File: src/rtl/core/rdc_pkg.sv
package rdc_pkg;

    // width of the number that is converted
    localparam int VALUE_BITS = 31;

    // quotient bits resolved per cycle by the shared compare-subtract unit
    localparam int STEP_BITS  = 4;
    localparam int DIV_CYCLES = (VALUE_BITS + STEP_BITS - 1) / STEP_BITS;
    localparam int QUO_BITS   = DIV_CYCLES * STEP_BITS;
    localparam int STEP_W     = (DIV_CYCLES > 1) ? $clog2(DIV_CYCLES) : 1;

    // digit store index, also used for digit counts minus one
    localparam int IDX_W = $clog2(VALUE_BITS);

    // digit, radix and character widths
    localparam int RADIX_W = 6;
    localparam int CHAR_W  = 7;

    localparam logic [RADIX_W-1:0] RADIX_MIN   = RADIX_W'(2);
    localparam logic [RADIX_W-1:0] RADIX_MAX   = RADIX_W'(36);
    localparam logic [RADIX_W-1:0] RADIX_RESET = RADIX_W'(10);
    localparam logic [RADIX_W-1:0] DEC_DIGITS  = RADIX_W'(10);

    localparam logic [CHAR_W-1:0] CHAR_ZERO = CHAR_W'(48);
    localparam logic [CHAR_W-1:0] CHAR_A    = CHAR_W'(65);
    localparam logic [CHAR_W-1:0] CHAR_NINE = CHAR_W'(57);
    localparam logic [CHAR_W-1:0] CHAR_Z    = CHAR_W'(90);

    // configuration register port
    localparam int CFG_IDX_W  = 4;
    localparam int CFG_DATA_W = 6;

    localparam logic [CFG_IDX_W-1:0] CFG_RADIX       = CFG_IDX_W'(0);
    localparam logic [CFG_IDX_W-1:0] CFG_LEAST_FIRST = CFG_IDX_W'(1);

    // sequencer states
    typedef enum logic [1:0] {
        S_IDLE,
        S_DIV,
        S_EMIT
    } t_state;

    // digit value to ascii character
    function automatic logic [CHAR_W-1:0] digit_to_ascii(input logic [RADIX_W-1:0] d);
        logic [CHAR_W-1:0] ch;
        if (d < DEC_DIGITS) begin
            ch = CHAR_ZERO + CHAR_W'(d);
        end else begin
            ch = CHAR_A + CHAR_W'(d - DEC_DIGITS);
        end
        return ch;
    endfunction

endpackage

File: src/rtl/core/radix_digit_converter.sv
// radix_digit_converter
//
// Converts a non-negative integer to its digits in a base from 2 to 36 and
// sends them out one ascii character per word ('0'-'9', then 'A'-'Z').
// Input: pulse start with i_value while busy is low; the number is taken at
// that edge and busy stays high until its last digit has been handed to the
// output register. Output: o_digit_valid is high for exactly one cycle per
// digit, with o_digit_char and o_last_digit set on the final digit. The
// receiver cannot stall; digits of one number come out on back-to-back
// cycles. Zero gives the single word '0'.
// Config: i_cfg_valid/o_cfg_ready write register i_cfg_index (0 = radix,
// 1 = least-first order); o_cfg_ready is always high, write only while idle.
// Sequence for a number of n digits: each digit is worked out in turn by the
// shared 4-bit-per-cycle compare-subtract divider, then the n digits leave at
// one per cycle. A new number is taken only once the last digit has been
// handed to the output register.
// Reset (synchronous, active low) returns to idle with radix 10 and most
// significant digit first; the digit store is not cleared.
module radix_digit_converter
    import rdc_pkg::*;
(
    input  logic                  i_clk,
    input  logic                  i_rst_n,
    input  logic                  start,
    output logic                  busy,
    input  logic [VALUE_BITS-1:0] i_value,
    input  logic                  i_cfg_valid,
    output logic                  o_cfg_ready,
    input  logic [CFG_IDX_W-1:0]  i_cfg_index,
    input  logic [CFG_DATA_W-1:0] i_cfg_data,
    output logic                  o_digit_valid,
    output logic [CHAR_W-1:0]     o_digit_char,
    output logic                  o_last_digit
);

    t_state r_state, n_state;

    logic [RADIX_W-1:0]  r_radix;
    logic                r_least_first;

    logic [QUO_BITS-1:0] r_quo, n_quo;
    logic [RADIX_W-1:0]  r_rem, n_rem;
    logic [STEP_W-1:0]   r_step, n_step;
    logic [IDX_W-1:0]    r_count, n_count;
    logic [IDX_W-1:0]    r_pos, n_pos;
    logic [IDX_W-1:0]    r_left, n_left;
    logic [RADIX_W-1:0]  r_store [VALUE_BITS];

    logic                r_out_valid, n_out_valid;
    logic [CHAR_W-1:0]   r_out_char, n_out_char;
    logic                r_out_last, n_out_last;

    logic [RADIX_W-1:0]  eff_radix;
    logic [QUO_BITS-1:0] div_quo;
    logic [RADIX_W-1:0]  div_rem;
    logic                div_last;
    logic                div_end;
    logic                store_we;

    // radix register clamped to the legal range
    always_comb begin
        priority if (r_radix < RADIX_MIN) begin
            eff_radix = RADIX_MIN;
        end else if (r_radix > RADIX_MAX) begin
            eff_radix = RADIX_MAX;
        end else begin
            eff_radix = r_radix;
        end
    end

    // shared divider: STEP_BITS restoring compare-subtract steps per cycle
    always_comb begin
        logic [RADIX_W:0]    rem_w;
        logic [QUO_BITS-1:0] quo_w;
        rem_w = {1'b0, r_rem};
        quo_w = r_quo;
        for (int i = 0; i < STEP_BITS; i++) begin
            rem_w = {rem_w[RADIX_W-1:0], quo_w[QUO_BITS-1]};
            quo_w = {quo_w[QUO_BITS-2:0], 1'b0};
            if (rem_w >= {1'b0, eff_radix}) begin
                rem_w    = rem_w - {1'b0, eff_radix};
                quo_w[0] = 1'b1;
            end
        end
        div_quo = quo_w;
        div_rem = rem_w[RADIX_W-1:0];
    end

    assign div_last = (r_step == STEP_W'(DIV_CYCLES - 1));
    assign div_end  = div_last &&
                      ((div_quo == '0) || (r_count == IDX_W'(VALUE_BITS - 1)));

    // next state
    always_comb begin
        n_state = r_state;
        unique case (r_state)
            S_IDLE: begin
                if (start) begin
                    n_state = S_DIV;
                end
            end
            S_DIV: begin
                if (div_end) begin
                    n_state = S_EMIT;
                end
            end
            S_EMIT: begin
                if (r_left == '0) begin
                    n_state = S_IDLE;
                end
            end
        endcase
    end

    // datapath and output values
    always_comb begin
        n_quo       = r_quo;
        n_rem       = r_rem;
        n_step      = r_step;
        n_count     = r_count;
        n_pos       = r_pos;
        n_left      = r_left;
        n_out_valid = 1'b0;
        n_out_char  = r_out_char;
        n_out_last  = r_out_last;
        store_we    = 1'b0;
        unique case (r_state)
            S_IDLE: begin
                if (start) begin
                    n_quo   = QUO_BITS'(i_value);
                    n_rem   = '0;
                    n_step  = '0;
                    n_count = '0;
                end
            end
            S_DIV: begin
                n_quo  = div_quo;
                n_rem  = div_rem;
                n_step = r_step + STEP_W'(1);
                if (div_last) begin
                    store_we = 1'b1;
                    n_rem    = '0;
                    n_step   = '0;
                    n_count  = r_count + IDX_W'(1);
                    n_pos    = r_least_first ? '0 : r_count;
                    n_left   = r_count;
                end
            end
            S_EMIT: begin
                n_out_valid = 1'b1;
                n_out_char  = digit_to_ascii(r_store[r_pos]);
                n_out_last  = (r_left == '0);
                n_pos       = r_least_first ? (r_pos + IDX_W'(1)) : (r_pos - IDX_W'(1));
                n_left      = r_left - IDX_W'(1);
            end
        endcase
    end

    // control registers
    always_ff @(posedge i_clk) begin
        if (!i_rst_n) begin
            r_state       <= S_IDLE;
            r_out_valid   <= 1'b0;
            r_radix       <= RADIX_RESET;
            r_least_first <= 1'b0;
        end else begin
            r_state     <= n_state;
            r_out_valid <= n_out_valid;
            if (i_cfg_valid) begin
                priority if (i_cfg_index == CFG_RADIX) begin
                    r_radix <= i_cfg_data[RADIX_W-1:0];
                end else if (i_cfg_index == CFG_LEAST_FIRST) begin
                    r_least_first <= i_cfg_data[0];
                end
            end
        end
    end

    // payload registers
    always_ff @(posedge i_clk) begin
        r_quo      <= n_quo;
        r_rem      <= n_rem;
        r_step     <= n_step;
        r_count    <= n_count;
        r_pos      <= n_pos;
        r_left     <= n_left;
        r_out_char <= n_out_char;
        r_out_last <= n_out_last;
    end

    // digit store, least significant digit at index zero
    always_ff @(posedge i_clk) begin
        if (store_we) begin
            r_store[r_count] <= div_rem;
        end
    end

    assign busy          = (r_state != S_IDLE);
    assign o_cfg_ready   = 1'b1;
    assign o_digit_valid = r_out_valid;
    assign o_digit_char  = r_out_char;
    assign o_last_digit  = r_out_last;

endmodule

File: config.mk
export PLATFORM = sky130hd
export DESIGN_NAME = radix_digit_converter
export DESIGN_NICKNAME = d
export VERILOG_FILES = /design/src/rtl/core/rdc_pkg.sv /design/src/rtl/core/radix_digit_converter.sv
export SDC_FILE = /design/constraint.sdc
export NUM_CORES = 1
export LEC_CHECK = 0
export BUFFER_PORTS_ARGS = -buffer_cell sky130_fd_sc_hd__clkbuf_2
export CAP_MARGIN = 15
export CORE_MARGIN = 5
export CORE_UTILIZATION = 67
export DETAILED_ROUTE_END_ITERATION = 8
export GPL_TIMING_DRIVEN = 0
export PLACE_DENSITY = 0.91
export SETUP_SLACK_MARGIN = 0.4
export SLEW_MARGIN = 20
export SYNTH_ARGS = -nofsm -noshare
export SYNTH_HDL_FRONTEND = slang
export SYNTH_SLANG_ARGS = --single-unit
File: constraint.sdc
create_clock -name i_clk -period 14.6 [get_ports i_clk]
set_input_delay 0.73 -clock i_clk [delete_from_list [all_inputs] [get_ports i_clk]]
set_output_delay 0.73 -clock i_clk [all_outputs]
set_load 0.005 [all_outputs]
==> results of run 1 <==
[cell families (layout without fill, tap and decap cells)]
group                    after synthesis  after routing
flip-flops                           265            265
AND/OR/NAND/NOR                      233            233
AO/OA/AOI/OAI                        142            142
multiplexers                         117            117
buffers and inverters                 57            158
adder cells (fa/ha/maj)               46             46
XOR/XNOR                              21             21
other                                  1              1
[worst paths after layout]
path | from | endpoint | slack [ps]
min | i_cfg_data[1] | r_radix[1] | 430
max | r_radix[5] | r_store[23][4] | 3870
min reg2reg | r_state[0] | r_state[0] | 490
max reg2reg | r_radix[5] | r_store[23][4] | 3870
[sequential cells by signal, indices dropped and copies added, names as in the netlist, named ones only]
signal and cells:
r_store 186, r_quo 32, o_digit_char 7, r_radix 6
r_rem 6, r_count 5, r_left 5, r_pos 5
r_step 3, r_state 2, o_digit_valid 1, o_last_digit 1
r_least_first 1
[cell usage in the layout (no fill, tap or decap), drive strengths merged, types with 4 or more instances in the layout]
cell      n
dfxtp    15
nand2b   14
nand3    17
a21boi    6
nor2     70
a21oi    28
o22ai     6
fa        5
xnor2    16
clkbuf   94
clkinv   16
a22oi     7
a211o     5
nor3b     4
mux4     33
edfxtp  250
and2     10
xor2      5
a211oi    8
nand4     7
ha       41
buf      19
o21ai    28
o21a      5
nand2    51
mux2     51
nor2b    15
a21o      7
a221oi    4
o211ai    5
inv      25
nor4     11
o31ai     6
mux2i    33
and3      4
o211a     5
nor3     16
[area by class of cell]
cell class              count  area [um2]
well taps                 234         293
clock inverters            19         134
fillers                   995        4530
flip-flops and latches    265        7810
multi-input cells         560        4710
inverters                  26        97.6
plain buffers              31         175
clock buffers              26         651
repair buffers             56         300
[critical path, delay by kind of cell, from the launching register on]
kind	cells	cell delay, ps
flops	1	340
simple gates	10	2670
fa+ha+maj	4	1440
mux	1	510
buf+inv	2	670
compound gates	14	4680
[cells in the mapped netlist (10+ instances only)]
cell type    n  area, um2
nor3_1      14       70.1
nand3_1     17       85.1
ha_1        41        513
dfxtp_1     15        300
nor2_1      69        259
and2_1      10       62.6
mux2i_1     33        330
clkbuf_1    14       52.6
edfxtp_1   250       7510
mux4_2      33        743
inv_1       25       93.8
mux2_2      51        574
nor4_1      11       68.8
nand2b_1    14       87.6
nand2_1     51        191
nor2b_1     15       93.8
a21oi_1     27        135
o21ai_0     19       95.1
xnor2_1     16        140
[metrics by stage]
stage	instances	hold slack, ps
global placement	1170	469
CTS	1217	420
floorplan	882	452
global route	1217	445
finish	1217	425
detailed placement	1172	475
[metal layers]
metal	vias up	share of wire [%]
met2	657	49
met4	2	3.9
met3	110	12
met5	-	0.023
li1	3593	-
met1	4056	36
==> summary.txt, run 1 <==
Clocking
  – Later-pin clock latency in the skew report: 540 ps
  – Sink Count: 265
  – Root Buffer Master: clkbuf_16
  – Post-CTS Setup Inserts: 0
  – H-tree depth: 1
  – Hold_buf cts: 0
  – Post_cts resized: 0
  – CTS tree: built
  – Max clock buf depth: 3
  – Clock Pin Slew Worst Setup and Hold Paths: 60 ps
  – CTS Buf Count: 26

Placed design
  – Port bufs: 54
  – Placed cell area: 0.0134 mm2
  – Final RePlAce weighted congestion: 0.928
  – Place WS: 4510 ps
  – DPL Wire Length: 20600 um

Routing
  – Detailed Route WL: 30900 um
  – WL/cell: 25.4 um
  – # DRC: 0
  – Vias per cell: 6.92
  – DR pass1 iterations: 7
  – Detailed Route Iter0 Violations: 1058
  – Routed Antenna Nets: 0
  – Detailed-route via count: 8418

Yosys
  – Largest family of logic cells by synthesized area: multiplexers
  – Mapped Nets: 973
  – Mux cell area share after synthesis: 12.9%
  – Cells after Synth: 882
  – Post-Syn Area: 0.0128 mm2
  – Top_reg_cell synth: edfxtp_1
  – Synth unique cells: 84
  – Post-synth EDFFs: 250
  – Complex-gate fraction of the synthesized area: 8.36%
  – Mean post-synth cell area: 14.5 um2
  – Fraction of registers with async set/reset: 0%
  – Seq cells post-synth: 265
  – XOR/XNOR share of the synthesized area: 1.44%
  – Simple-gate area share of the yosys netlist: 9.15%
  – YS warnings: 0
  – Seq/Total Area, Yosys: 61.2%
  – Post-Synth Adder-Cell Area: 4.80%

Worst setup path
  – Critical Path AT: 10880 ps
  – Crit path max fanout: 31
  – Worst Path Class, Setup: register to register
  – Startpoint types: register
  – CP endpoint kind: register
  – Critical Path RT: 14760 ps
  – Slowest CP cell: nand2_1
  – CP peak stage delay: 880 ps
  – Reg2Reg Depth: 31

Floorplan
  – Die ar.: 0.0219 mm2
  – Initial Util: 68.2%
  – Top Ports: 56
  – Core ar.: 0.0187 mm2
  – Row Count: 50
  – Chip height: 148 um
  – Die X: 148 um

Status
  – Outcome: completed

STA
  – Setup WS post-layout: 3870 ps
  – FMAX: 93.2 MHz
  – Worst Tran Pin Value: 1160 ps
  – Slew HR: 22.3%
  – Final hold violations: 0
  – Final min period: 10730 ps
  – Final count of negative-setup-slack endpoints: 0
  – RSZ-0062 raised after global routing: false
  – Period utilization: 73.5%
  – Final Max Tran Viols: 0
  – Setup Total Neg Slack: 0 ps
  – Clk_skew: 24.6 ps

Min path
  – Hold crit path type: input port to register
  – Hold Path Cell Cnt: 3

GRT
  – Total GRT Usage: 28.3%
  – Initial antenna violation count: 1
  – Met1 usage: 36.7%
  – First-pass GRT wire length: 47500 um
  – Remaining Overflow, GRT: 0
  – Largest net degree at the start of global routing: 43
  – Grt met3 use: 6.68%
  – Vias in the first global route: 8507
  – Most Used Layer, Global Route: met2
  – GR Util met2: 47.3%

Finish
  – Layout Utilization: 75.8%
  – Layout cells sized above 1: 22.4%
  – Synthesis-to-layout area growth: 11.0%
  – # diodes: 0
  – Finished Cell Area: 0.0142 mm2
  – Final #Nets: 1057

Job
  – MaxCap Viol Count: 0
Power of run 1 is not shown: default switching activity piles up to over one toggle a cycle in this logic, so the estimate is an artifact.
==> run 2, diff against run 1 <==
ABC_AREA = 1   (was default)
CORE_UTILIZATION = 56   (was 67)
PLACE_DENSITY = 0.81   (was 0.91)
clock period = 8.8 ns   (was 14.6 ns; I/O delays follow)
==> summary.txt, run 2 <==
Yosys
  – Post-synth EDFFs: 250 (unchanged)
  – Top_reg_cell synth: edfxtp_1
  – Cells after Synth: 1185 (+34%)
  – Synth area leader: edfxtp_1
  – Synth cell count leaders: edfxtp_1 (250), nand2_1 (193), nor2_1 (143)
  – Top-count cell post-synth: edfxtp_1
  – Seq cells post-synth: 265 (unchanged)
  – YS warnings: 0 (unchanged)
  – Mean post-synth cell area: 10.7 um2 (-26%)
  – Mapped Nets: 1276 (+31%)
  – Synth top area share: 59.2% (+0.42 points)
  – Post-Syn Area: 0.0127 mm2 (-0.72%)
  – Largest cells by area after synthesis: edfxtp_1 (59%), nand2_1 (5.7%), o21ai_0 (5.0%)
  – Seq/Total Area, Yosys: 61.6% (+0.44 points)
  – Fraction of registers with async set/reset: 0% (unchanged)
  – Synth unique cells: 50 (-40%)

GRT
  – First-pass GRT wire length: 50200 um (+5.7%)
  – Total GRT Usage: 24.8% (-3.5 points)
  – Remaining Overflow, GRT: 0 (unchanged)
  – Largest net degree at the start of global routing: 32 (-26%)
  – Initial antenna violation count: 0 (-1)
  – Vias in the first global route: 9481 (+11%)

Worst setup path
  – FF-to-FF End: r_store[26][1]
  – Crit path max fanout: 15 (-52%)
  – R2R Path Start: r_radix[3]
  – Slowest CP cell: dfxtp_1
  – Worst Path Class, Setup: register to register
  – CP endpoint kind: register
  – CP peak stage delay: 360 ps (-520 ps)
  – Critical Path AT: 8600 ps (-2280 ps)
  – Critical Path RT: 9160 ps (-5600 ps)
  – Reg2Reg Depth: 50 (+61%)
  – Cell mode on critical path: nand2_1
  – Reg2reg setup slack: 570 ps (-3310 ps)
  – Startpoint types: register
  – Critical Path Start: r_radix[3]
  – CP endpoint: r_store[26][1]

Routing
  – Detailed-route via count: 9778 (+16%)
  – WL/cell: 21.4 um (-16%)
  – # DRC: 0 (unchanged)
  – Detailed Route WL: 34200 um (+11%)
  – DR pass1 iterations: 6 (-1)
  – Routed Antenna Nets: 0 (unchanged)
  – Vias per cell: 6.12 (-12%)
  – Detailed Route Iter0 Violations: 1274 (+20%)

STA
  – FMAX: 121 MHz (+30%)
  – Worst Tran Pin Value: 817 ps (-346 ps)
  – Slew HR: 45.3% (+23 points)
  – Clk_skew: 23.7 ps (-0.915 ps)
  – Final Max Tran Viols: 0 (unchanged)
  – RSZ-0062 raised after global routing: false
  – Setup Total Neg Slack: 0 ps (unchanged)
  – Final hold violations: 0 (unchanged)
  – Final min period: 8230 ps (-2490 ps)
  – Period utilization: 93.6% (+20 points)
  – Final count of negative-setup-slack endpoints: 0 (unchanged)

Placed design
  – Final RePlAce weighted congestion: 0.913 (-1.6%)
  – DPL Wire Length: 21800 um (+5.8%)
  – Port bufs: 53 (-1.9%)

Clocking
  – CTS Buf Count: 26 (unchanged)
  – Root Buffer Master: clkbuf_16
  – Hold_buf cts: 0 (unchanged)
  – Later-pin clock latency in the skew report: 550 ps (about the same)
  – H-tree depth: 1 (unchanged)
  – CTS tree: built
  – Max clock buf depth: 3 (unchanged)
  – Clock Pin Slew Worst Setup and Hold Paths: 70 ps (about the same)
  – Sink Count: 265 (unchanged)

Floorplan
  – Top Ports: 56 (unchanged)
  – Initial Util: 56.5% (-12 points)
  – Die X: 160 um (+8.4%)
  – Row Count: 55 (+10%)
  – Die ar.: 0.0257 mm2 (+17%)
  – Core ar.: 0.0224 mm2 (+20%)
  – Chip height: 160 um (+8.4%)

Job
  – MaxCap Viol Count: 0 (unchanged)

Finish
  – Most frequent cells in the layout: edfxtp_1 (250), nand2_1 (191), nor2_1 (141)
  – Final #Nets: 1385 (+31%)
  – Synthesis-to-layout area growth: 14.7%
  – Most common cell after layout, fill and taps aside: edfxtp_1
  – Top reg by flops: r_store
  – # diodes: 0 (unchanged)
  – Max FFs per register: 186 (unchanged)
  – Layout cells sized above 1: 15.8% (-6.5 points)

Status
  – Outcome: completed

Min path
  – Hold crit path type: input port to register
==> run 2: final cells by class <==
class / count / area (um2)
multi-input combinational: 764 / 4320
timing repair buffer: 77 / 479
sequential: 265 / 7810
clock inverter: 14 / 174
inverter: 103 / 404
timing repair inverter: 4 / 30.0
fill: 1636 / 7910
buffer: 53 / 283
clock buffer: 33 / 677
tap: 285 / 357
==> run 2: critical path, delay by kind of cell (launching register included) <==
kind	cells	cell delay (ps)
AOI/OAI and AO/OA	16	2690
adders and majority gates	4	1320
buffers and inverters	8	1240
DFF	1	360
and+or+nand+nor	22	2400
==> run 2: kinds of logic (layout without fill, tap and decap cells) <==
| family | after synthesis | count (layout) | synth area share (%) |
|---|---|---|---|
| AO/OA/AOI/OAI | 252 | 252 | 11.6 |
| other | 1 | 1 | 0.0296 |
| XOR/XNOR | 18 | 18 | 1.24 |
| buffers and inverters | 156 | 284 | 5.30 |
| flip-flops | 265 | 265 | 61.6 |
| adder cells (fa/ha/maj) | 46 | 46 | 4.84 |
| AND/OR/NAND/NOR | 442 | 442 | 14.9 |
| multiplexers | 5 | 5 | 0.444 |
==> run 2: per-layer routing <==
metal	GRT usage (%)	up-vias	part of all wire, %
li1	-	4385	-
met1	31.7	4606	35
met2	42.3	669	50
met3	4.08	118	11
met4	10.4	0	4.1
met5	0	-	0
==> run 2: worst min-delay path by stage <==
stage,from,to,slack [ps],cells past startpoint
2_1_floorplan,r_radix[0],r_radix[0],450,2
3_3_place_gp,r_radix[0],r_radix[0],470,2
3_5_place_dp,r_radix[0],r_radix[0],490,2
4_1_cts,i_cfg_data[1],r_radix[1],100,3
5_1_grt,i_cfg_data[1],r_radix[1],120,3
6_report,i_cfg_data[1],r_radix[1],110,3
==> run 2: timing repair <==
action / CTS / global route
endpoints found under the setup margin: 186 / 191
cloned: 1 / 3
buffers inserted: 0 / 23
pin swaps: 0 / 8
gates resized for setup: 8 / 25
==> run 2: stage by stage <==
stage	hold WS [ps]	worst slack, ps	area, um2	cells	util [%]
after CTS	101	408	14200	1572	63.4
after global placement	471	482	13300	1523	59.3
final	112	568	14500	1598	64.8
after floorplan	445	1820	12700	1185	-
after detailed placement	486	179	13300	1524	59.4
after global routing	118	120	14500	1598	64.8
Power of run 2 is left out for the same reason.
==> run 3, diff against run 2 <==
CORE_UTILIZATION = 58   (was 56)
CTS_BUF_LIST = sky130_fd_sc_hd__clkbuf_4   (was default)
PLACE_DENSITY = 0.84   (was 0.81)
==> summary.txt, run 3 (synthesis gave the netlist of run 2 again) <==
Status
  – Outcome: completed

STA
  – Worst Tran Pin Value: 907 ps (+90.2 ps)
  – Period utilization: 90.5% (-3.0 points)
  – Final count of negative-setup-slack endpoints: 0 (unchanged)
  – RSZ-0062 raised after global routing: false
  – Clk_skew: 68.9 ps (+45.3 ps)
  – Slew HR: 39.3% (-6.0 points)
  – Final hold slack: 59.9 ps (-51.6 ps)
  – Final Max Tran Viols: 0 (unchanged)
  – FMAX: 126 MHz (+3.3%)
  – Final hold violations: 0 (unchanged)
  – Final min period: 7970 ps (-265 ps)
  – Setup Total Neg Slack: 0 ps (unchanged)

Worst setup path
  – Slowest CP cell: ha_1
  – Startpoint types: register
  – Worst Path Class, Setup: register to register
  – Critical Path RT: 9180 ps (+20 ps)
  – Reg2reg setup slack: 830 ps (+260 ps)
  – Reg2Reg Depth: 48 (-4.0%)
  – CP bufs+invs: 6 (-2)
  – Cell family with the largest share of critical-path delay: compound AO/OA/AOI/OAI gates
  – Critical Path AT: 8350 ps (-250 ps)
  – CP peak stage delay: 370 ps (about the same)
  – R2R Path Start: r_radix[3]
  – Crit path max fanout: 15 (unchanged)
  – FF-to-FF End: r_store[26][2]
  – Cell mode on critical path: nand2_1
  – CP endpoint kind: register

Finish
  – Layout Utilization: 67.1% (+2.3 points)
  – Fin cells: 1658 (+3.8%)
  – Max FFs per register: 186 (unchanged)
  – Synthesis-to-layout area growth: 14.8%
  – Final #Nets: 1424 (+2.8%)
  – Most common cell after layout, fill and taps aside: edfxtp_1
  – Layout cells sized above 1: 19.5% (+3.7 points)
  – Multi-input gate area: 0.00432 mm2 (about the same)
  – Fill count: 1538 (-6.0%)
  – Most frequent cells in the layout: edfxtp_1 (250), nand2_1 (191), nor2_1 (141)
  – Top reg by flops: r_store
  – Storage cell area: 0.00781 mm2 (unchanged)

Floorplan
  – Die X: 158 um (-1.6%)
  – Die ar.: 0.0249 mm2 (-3.2%)
  – Top Ports: 56 (unchanged)
  – Row Count: 54 (-1.8%)
  – Initial Util: 58.4% (+1.9 points)
  – Core ar.: 0.0217 mm2 (-3.3%)
  – Chip height: 158 um (-1.6%)

Clocking
  – Later-pin clock latency in the skew report: 710 ps (+160 ps)
  – Max clock buf depth: 3 (unchanged)
  – CTS tree: built
  – CTS Buf Count: 67 (+160%)
  – Root Buffer Master: clkbuf_4
  – H-tree depth: 3 (+2)
  – Sink Count: 265 (unchanged)
  – Clock Pin Slew Worst Setup and Hold Paths: 60 ps (about the same)

GRT
  – Total GRT Usage: 26.1% (+1.3 points)
  – Remaining Overflow, GRT: 0 (unchanged)
  – Largest net degree at the start of global routing: 32 (unchanged)
  – First-pass GRT wire length: 49900 um (-0.67%)
  – Initial antenna violation count: 1 (+1)
  – Vias in the first global route: 9732 (+2.6%)

Routing
  – Detailed-route via count: 10100 (+3.1%)
  – Routed Antenna Nets: 0 (unchanged)
  – Vias per cell: 6.08 (-0.66%)
  – WL/cell: 20.7 um (-3.1%)
  – Detailed Route WL: 34400 um (+0.50%)
  – Detailed Route Iter0 Violations: 1455 (+14%)
  – # DRC: 0 (unchanged)
  – DR pass1 iterations: 6 (unchanged)

Min path
  – Hold path startpoint: i_value[6]
  – Hold Path Cell Cnt: 3 (unchanged)
  – Hold crit path type: input port to register
  – Hold Path End: r_quo[6]

Job
  – MaxCap Viol Count: 0 (unchanged)

Placed design
  – Placed Cells: 1519 (-0.33%)
  – Port bufs: 53 (unchanged)
  – Final RePlAce weighted congestion: 0.919 (+0.60%)
  – DPL Wire Length: 21500 um (-1.3%)
run 3: cell count changes in the layout (fill, tap and decap cells not counted), sizes merged:
cell,delta
dlygate4sd3,+3
nand3,+1
diode,+1
buf,-5
clkinv,+2
clkbuf,+62
inv,+1
run 3: per-stage QoR:
step	instance area [um2]	setup WS [ps]
CTS	14300	423
floorplan	12700	1820
global route	14500	262
global placement	13300	412
detailed placement	13300	178
finish	14500	832
run 3: routing by layer:
metal,GRT usage (%),wire length (um),vias up
li1,-,-,4511
met1,33.1,12300,4666
met2,42.0,16000,746
met3,6.67,4350,155
met4,13.0,1710,0
met5,0,0,-
run 3: layout make-up:
cell class                 count  area share [%]
sequential                   265            53.7
multi-input combinational    765            29.7
clock buffer                  96            4.96
timing repair buffer          74            3.13
inverter                     103            2.78
tap                          280            2.41
buffer                        53            1.94
clock inverter                17            1.16
timing repair inverter         4           0.206
antenna                        1          0.0172
run 3: worst max path at each step:
stage | from | to | slack [ps] | cells after the start
after global routing | r_radix[4] | r_store[9][2] | 260 | 49
final | r_radix[3] | r_store[26][2] | 830 | 48
after global placement | r_radix[5] | r_store[7][1] | 410 | 48
after detailed placement | r_radix[5] | r_store[5][1] | 180 | 48
after floorplan | r_radix[3] | r_store[0][1] | 1820 | 50
after CTS | r_radix[2] | r_store[11][5] | 420 | 45
run 3: worst register-to-register path, delay by kind of cell, from the launching register on:
kind	cells	cell delay, ps
DFF	1	320
and+or+nand+nor	23	2460
buffers and inverters	6	950
AOI/OAI and AO/OA	15	2590
adders and majority gates	4	1360
run 3: timing repair:
| item | 4_1_cts | 5_1_grt |
|---|---|---|
| endpoints found under the setup margin | 186 | 187 |
| hold buffers | 3 | 0 |
| gates resized for setup | 8 | 22 |
| gates cloned | 1 | 4 |
| buffers inserted | 1 | 16 |
| hold endpoints to repair | 3 | 0 |
| pin swaps | 0 | 7 |
Power of run 3 is left out for the same reason.
